<file path="src/rtl/core/psad_pkg.sv">
// Shared types, constants and the arctangent table of the bearing and distance block.
`default_nettype none
package psad_pkg;

	localparam int COORD_BITS   = 24;
	localparam int DIFF_BITS    = COORD_BITS + 1;
	localparam int DIST_BITS    = 24;
	localparam int CORDIC_STEPS = 16;
	localparam int PRESCALE     = 59 - COORD_BITS;
	localparam int CW           = 62;
	localparam int ZW           = 32;
	localparam int BEAR_BITS    = 9;
	localparam int SQ_BITS      = 2 * DIST_BITS;
	localparam int SUM_BITS     = SQ_BITS + 1;
	localparam int RAD_BITS     = 64;
	localparam int ROOT_BITS    = 32;
	localparam int QUO_BITS     = 8;
	localparam int DIST_LAT     = 4 + ROOT_BITS + QUO_BITS;
	localparam int CORDIC_LAT   = CORDIC_STEPS + 2;
	localparam int PIPE_LAT     = DIST_LAT;
	localparam int BEAR_PAD     = PIPE_LAT - CORDIC_LAT;
	localparam int QUEUE_DEPTH  = 4;
	localparam int QPTR_BITS    = 2;

	localparam logic REG_MAX_DISTANCE   = 1'b0;
	localparam logic REG_SPATIAL_ENABLE = 1'b1;

	localparam logic [DIST_BITS-1:0] MAX_DIST_RESET = 24'd25600;
	localparam logic signed [ZW-1:0] DEG180_Q16     = 32'sd11796480;
	localparam logic signed [BEAR_BITS-1:0] DEG180  = 9'sd180;

	typedef struct packed {
		logic                        off;
		logic                        zero;
		logic                        behind;
		logic signed [DIFF_BITS-1:0] dx;
		logic signed [DIFF_BITS-1:0] dy;
	} item_t;

	// atan(2^-i) in degrees, Q.16, rounded to nearest
	function automatic logic signed [ZW-1:0] atan_q16(input int i);
		logic signed [ZW-1:0] v;
		case (i)
			0:  v = 32'sd2949120;
			1:  v = 32'sd1740967;
			2:  v = 32'sd919879;
			3:  v = 32'sd466945;
			4:  v = 32'sd234379;
			5:  v = 32'sd117304;
			6:  v = 32'sd58666;
			7:  v = 32'sd29335;
			8:  v = 32'sd14668;
			9:  v = 32'sd7334;
			10: v = 32'sd3667;
			11: v = 32'sd1833;
			12: v = 32'sd917;
			13: v = 32'sd458;
			14: v = 32'sd229;
			15: v = 32'sd115;
			16: v = 32'sd57;
			17: v = 32'sd29;
			18: v = 32'sd14;
			19: v = 32'sd7;
			20: v = 32'sd4;
			21: v = 32'sd2;
			22: v = 32'sd1;
			default: v = 32'sd0;
		endcase
		return v;
	endfunction

endpackage
`default_nettype wire

</file>
<file path="src/rtl/core/psad_front.sv">
// Front end: accepts requests, forms the direction vector, classifies it and queues it.
`default_nettype none
module psad_front (
	input  wire logic                                    clk,
	input  wire logic                                    arst_n,
	input  wire logic                                    push,
	output logic                                         full,
	input  wire logic signed [psad_pkg::COORD_BITS-1:0]  listener_x,
	input  wire logic signed [psad_pkg::COORD_BITS-1:0]  listener_y,
	input  wire logic signed [psad_pkg::COORD_BITS-1:0]  source_x,
	input  wire logic signed [psad_pkg::COORD_BITS-1:0]  source_y,
	input  wire logic                                    spatial_enable,
	input  wire logic                                    take,
	output logic                                         avail,
	output psad_pkg::item_t                              head
);

	psad_pkg::item_t                   mem_q [psad_pkg::QUEUE_DEPTH];
	logic [psad_pkg::QPTR_BITS-1:0]    wr_ptr_q;
	logic [psad_pkg::QPTR_BITS-1:0]    rd_ptr_q;
	logic [psad_pkg::QPTR_BITS:0]      count_q;
	psad_pkg::item_t                   item;
	logic                              wr;
	logic                              rd;

	always_comb begin
		item.dx     = {listener_x[psad_pkg::COORD_BITS-1], listener_x}
			- {source_x[psad_pkg::COORD_BITS-1], source_x};
		item.dy     = {listener_y[psad_pkg::COORD_BITS-1], listener_y}
			- {source_y[psad_pkg::COORD_BITS-1], source_y};
		item.off    = !spatial_enable;
		item.zero   = (item.dx == '0) && (item.dy == '0);
		item.behind = (item.dx == '0) && item.dy[psad_pkg::DIFF_BITS-1];
	end

	assign full  = (count_q == (psad_pkg::QPTR_BITS+1)'(psad_pkg::QUEUE_DEPTH));
	assign avail = (count_q != '0);
	assign head  = mem_q[rd_ptr_q];
	assign wr    = push && !full;
	assign rd    = take && avail;

	always_ff @(posedge clk) begin
		if (wr) begin
			mem_q[wr_ptr_q] <= item;
		end
	end

	always_ff @(posedge clk or negedge arst_n) begin
		if (!arst_n) begin
			wr_ptr_q <= '0;
			rd_ptr_q <= '0;
			count_q  <= '0;
		end else begin
			if (wr) begin
				wr_ptr_q <= wr_ptr_q + 1'b1;
			end
			if (rd) begin
				rd_ptr_q <= rd_ptr_q + 1'b1;
			end
			case ({wr, rd})
				2'b10:   count_q <= count_q + 1'b1;
				2'b01:   count_q <= count_q - 1'b1;
				default: count_q <= count_q;
			endcase
		end
	end

endmodule
`default_nettype wire

</file>
<file path="config.mk">
export PLATFORM = sky130hd
export DESIGN_NAME = psad_front
export DESIGN_NICKNAME = d
export VERILOG_FILES = /design/src/rtl/core/psad_pkg.sv /design/src/rtl/core/psad_front.sv
export SDC_FILE = /design/constraint.sdc
export NUM_CORES = 1
export LEC_CHECK = 0
export BUFFER_PORTS_ARGS = -buffer_cell sky130_fd_sc_hd__buf_2
export CAP_MARGIN = 10
export CORE_MARGIN = 3
export CORE_UTILIZATION = 60
export CTS_BUF_LIST = sky130_fd_sc_hd__clkbuf_4 sky130_fd_sc_hd__clkbuf_8 sky130_fd_sc_hd__clkbuf_16
export DETAILED_ROUTE_END_ITERATION = 7
export PLACE_DENSITY = 0.85
export REMOVE_ABC_BUFFERS = 1
export SLEW_MARGIN = 10
export SYNTH_ARGS = -nofsm -noshare
export SYNTH_HDL_FRONTEND = slang
export SYNTH_SLANG_ARGS = --single-unit
</file>
<file path="constraint.sdc">
create_clock -name clk -period 5.9 [get_ports clk]
set_input_delay 1.18 -clock clk [delete_from_list [all_inputs] [get_ports clk]]
set_output_delay 1.18 -clock clk [all_outputs]
set_load 0.03 [all_outputs]
</file>
==> metrics.log <==
INFO  metric rrSetupSlack = 3.16 ns
INFO  metric timing.critical_path.from_type = primary input
INFO  metric first_global_vias = 6893
INFO  metric die-width = 141 um
INFO  metric power = 0.00589 W
INFO  metric final_cell_count_no_fill = 1148
INFO  metric cpMostUsedCell = sky130_fd_sc_hd__a21oi_2
INFO  metric gate_count_after_technology_mapping = 739
INFO  metric dp_cell_count = 1108
INFO  metric cts_tree = yes
INFO  metric post_cts.repair.setup_buffers = 0
INFO  metric worstHoldPathType = reg -> reg
INFO  metric finish.net_count = 1064
INFO  metric post_route_cell_area = 12700 um^2
INFO  metric grt_overflow = 0
INFO  metric num_rows = 48
INFO  metric power.density_cell_area = 462 nW/um^2
INFO  metric global_route.usage.total = 22.8%
INFO  metric dieArea = 19800 um^2
INFO  metric drive_gt1_share = 31.5%
INFO  metric wl_met1 = 9060 um
INFO  metric path_max_fanout = 5
INFO  metric flow.area_growth_from_synthesis = 16.6%
INFO  metric finalCritPeriodShare = 73.9%
INFO  metric wp_buf_inv = 2
INFO  metric finClkSkew = 0.0120 ns
INFO  metric ctsResizeCount = 0
INFO  metric detail_route.wl_per_cell = 19.6 um
INFO  metric rsz_0062_raised_after_global_routing = no
INFO  metric synth.top_cells.by_area = sky130_fd_sc_hd__edfxtp_1 (58%), sky130_fd_sc_hd__mux4_2 (11%), sky130_fd_sc_hd__ha_1 (6.1%), sky130_fd_sc_hd__inv_1 (2.6%), sky130_fd_sc_hd__xnor2_1 (2.1%)
INFO  metric wl_met3 = 1400 um
INFO  metric outcome = finished clean
INFO  metric max_slew.worst_pin.slew = 1.01 ns
INFO  metric rr_startpoint = count_q[0]
INFO  metric synth.yosys.warnings = 0
INFO  metric crit_family = simple AND/OR/NAND/NOR gates
INFO  metric worst-r2r-cell-count = 5
INFO  metric min_delay_worst_endpoint = count_q[0]
INFO  metric num_antenna_cells = 0
INFO  metric uppermost_signal_routing_layer_after_detailed_routing = met4
INFO  metric route.antenna.remaining_nets = 0
INFO  metric distinct_cell_type_count_of_the_synthesized_netlist = 78
INFO  metric crit_type = in -> reg
INFO  metric initial_utilization = 62.3%
INFO  metric required = 6.18 ns
INFO  metric dieHeight = 141 um
INFO  metric largest_stage_delay_worst_path = 0.42 ns
INFO  metric cts_hold_buf = 0
INFO  metric finalWorstPathRequiredPeriod = 4.36 ns
INFO  metric nFillCells = 1155
INFO  metric first_iter_violations = 566
INFO  metric remaining_drc_errors = 0
INFO  metric io_buffers = 155
INFO  metric placement.cell_area = 12000 um^2
INFO  metric synth.largest_area_cell = sky130_fd_sc_hd__edfxtp_1
INFO  metric library_cell_with_the_highest_instance_count_after_synthesis = sky130_fd_sc_hd__edfxtp_1
INFO  metric avgViaCountPerCell = 5.99
INFO  metric totalNegativeSetupSlack = 0 ns
INFO  metric grt_pass1_wl = 35900 um
INFO  metric finalHoldViolations = 0
INFO  metric rr_endpoint = mem_q[3][7]
INFO  metric synth-async-reset-ratio = 3.20%
INFO  metric hold_start = count_q[0]
INFO  metric cell_by_cell_listing_of_the_critical_path = buf_2, inv_1, ha_1, fa_1, nand2b_1, a21oi_2, o2111ai_1, a21boi_2, a21oi_2, o41ai_2, xor2_1, nor4_1, nand4b_1, nor4_2
INFO  metric maximum_capacitance_violations = 0
INFO  metric clk_transition_reported_paths = 0.06 ns
INFO  metric clock_sinks = 219
INFO  metric ys_seq_area_share = 59.9%
INFO  metric placeable_core_region = 17500 um^2
INFO  metric dp.final_hpwl = 15300 um
INFO  metric peakVddDrop = 0.462 mV
INFO  metric cts_buffers = 22
INFO  metric postRouteWirelength = 22500 um
INFO  metric drt_pre_antenna_iters = 5
INFO  metric clkLatencyLatePin = 0.50 ns
INFO  metric syn-cell-area = 10900 um^2
INFO  metric io-pin-count = 156
INFO  metric routabilityCongestion = 0.935
INFO  metric setup.worst_path.end_class = flop
INFO  metric drv_slew = 0
INFO  metric worst_hold_path.num_cells = 1
INFO  metric critical-path-slowest-cell = sky130_fd_sc_hd__fa_1
INFO  metric final-setup-viol-count = 0
INFO  metric clk_root_buffer_cell = sky130_fd_sc_hd__clkbuf_16
INFO  metric max-clock-path-buffers = 3
INFO  metric largest_net_degree_at_the_start_of_global_routing = 39
INFO  metric met2RoutedLength = 11400 um
INFO  metric power.static_leakage = 4.95 nW
INFO  metric maxSlewHeadroom = 32.6%
INFO  metric number_of_synthesized_register_bits = 219
INFO  metric grt_antenna_before_repair = 0
INFO  metric fmax = 0.229 GHz
INFO  metric route.vias.total = 6882
INFO  metric cts_htree_levels = 1
INFO  metric critPathArrivalTime = 4.64 ns
INFO  metric synth_top_cell_area_share = 58.3%
INFO  metric synth_enable_flop_cells = 212
INFO  metric synth_common_cells = sky130_fd_sc_hd__edfxtp_1 (212), sky130_fd_sc_hd__inv_1 (75), sky130_fd_sc_hd__ha_1 (53), sky130_fd_sc_hd__mux4_2 (53), sky130_fd_sc_hd__nor2_1 (34)
INFO  metric ys.flop_type = sky130_fd_sc_hd__edfxtp_1
INFO  metric syn-mean-instance-area = 14.8 um^2
## state kept, by name, indices dropped and copies added (netlist names)
register  cells
count_q       3
mem_q       212
rd_ptr_q      2
wr_ptr_q      2
## cell families after synthesis
group	count (synthesis)	share of synthesized area, %
buffers and inverters	92	3.27
xor gates and xnor gates	39	3.13
adders and majority gates	56	6.62
DFF	219	59.9
muxes	53	10.9
AOI/OAI and AO/OA	134	8.75
and+or+nand+nor	146	7.38
## stage by stage
stage | utilization [%] | setup slack (ns) | hold slack [ns]
after global routing | 72.6 | 1.31 | 0.500
after global placement | 68.2 | 1.29 | 0.470
after CTS | 72.6 | 1.52 | 0.492
after floorplan | - | 1.77 | 0.448
after detailed placement | 68.2 | 1.04 | 0.480
final | 72.6 | 1.54 | 0.491
## how the worst max path moves through the flow
stage | from | endpoint | slack [ns] | depth (start not counted)
final | listener_x[0] | mem_q[0][51] | 1.54 | 14
after global routing | listener_x[0] | mem_q[3][51] | 1.31 | 14
after CTS | listener_x[0] | mem_q[3][51] | 1.52 | 14
after detailed placement | listener_x[0] | mem_q[1][51] | 1.04 | 14
after global placement | listener_x[0] | mem_q[0][51] | 1.29 | 14
after floorplan | rd_ptr_q[0] | head[0] | 1.77 | 1
## metal layers
| metal | vias up | global-route usage, % |
|---|---|---|
| met2 | 280 | 38.9 |
| met5 | - | 0 |
| met1 | 3375 | 31.0 |
| met3 | 49 | 3.09 |
| li1 | 3178 | - |
| met4 | 0 | 6.88 |
## power breakdown
group / total [W] / internal [W] / switching (W)
clock network: 0.00147 / 0.000903 / 0.000565
logic: 0.00208 / 0.000773 / 0.00131
registers: 0.00234 / 0.00214 / 0.000196
total: 0.00589 / 0.00382 / 0.00207
## cell usage in the layout (no fill, tap or decap), types with 3 or more instances in the layout
cell type / count
sky130_fd_sc_hd__and2_2: 5
sky130_fd_sc_hd__and2_1: 3
sky130_fd_sc_hd__o21a_1: 7
sky130_fd_sc_hd__bufinv_16: 4
sky130_fd_sc_hd__buf_2: 155
sky130_fd_sc_hd__a21o_1: 5
sky130_fd_sc_hd__or2_2: 3
sky130_fd_sc_hd__a31oi_1: 5
sky130_fd_sc_hd__nor4_1: 3
sky130_fd_sc_hd__o21ai_0: 19
sky130_fd_sc_hd__nand2_1: 32
sky130_fd_sc_hd__o31ai_1: 4
sky130_fd_sc_hd__a211o_1: 4
sky130_fd_sc_hd__a211oi_1: 6
sky130_fd_sc_hd__ha_1: 53
sky130_fd_sc_hd__nand4_1: 3
sky130_fd_sc_hd__nor2_1: 34
sky130_fd_sc_hd__inv_1: 75
sky130_fd_sc_hd__edfxtp_1: 212
sky130_fd_sc_hd__and3_1: 8
sky130_fd_sc_hd__o21ai_1: 9
sky130_fd_sc_hd__xnor2_1: 26
sky130_fd_sc_hd__dfrtp_1: 5
sky130_fd_sc_hd__clkbuf_4: 3
sky130_fd_sc_hd__nor2b_1: 9
sky130_fd_sc_hd__clkbuf_16: 23
sky130_fd_sc_hd__nand3_1: 8
sky130_fd_sc_hd__mux4_2: 53
sky130_fd_sc_hd__o211ai_1: 4
sky130_fd_sc_hd__o21bai_1: 4
sky130_fd_sc_hd__or3_1: 3
sky130_fd_sc_hd__buf_4: 6
sky130_fd_sc_hd__nor3_1: 10
sky130_fd_sc_hd__nand2b_1: 4
sky130_fd_sc_hd__a21oi_1: 33
sky130_fd_sc_hd__clkinv_1: 4
sky130_fd_sc_hd__a21oi_2: 3
sky130_fd_sc_hd__fa_1: 3
sky130_fd_sc_hd__xor2_1: 13
## area by class of cell
class | instances | area (um^2) | share of cell area (%)
sequential | 219 | 6550 | 51.4
timing repair buffer | 161 | 821 | 6.45
tap | 225 | 282 | 2.21
clock buffer | 26 | 598 | 4.70
multi-input combinational | 428 | 4020 | 31.6
inverter | 75 | 282 | 2.21
clock inverter | 14 | 178 | 1.40
## worst register-to-register path: cells and delay by family (launching register included)
kind                   cells  cell delay, ns
and+or+nand+nor            3            1.49
DFF                        1            0.37
buffers and inverters      2            0.54
Note: power is estimated with default switching activity, not from simulation.
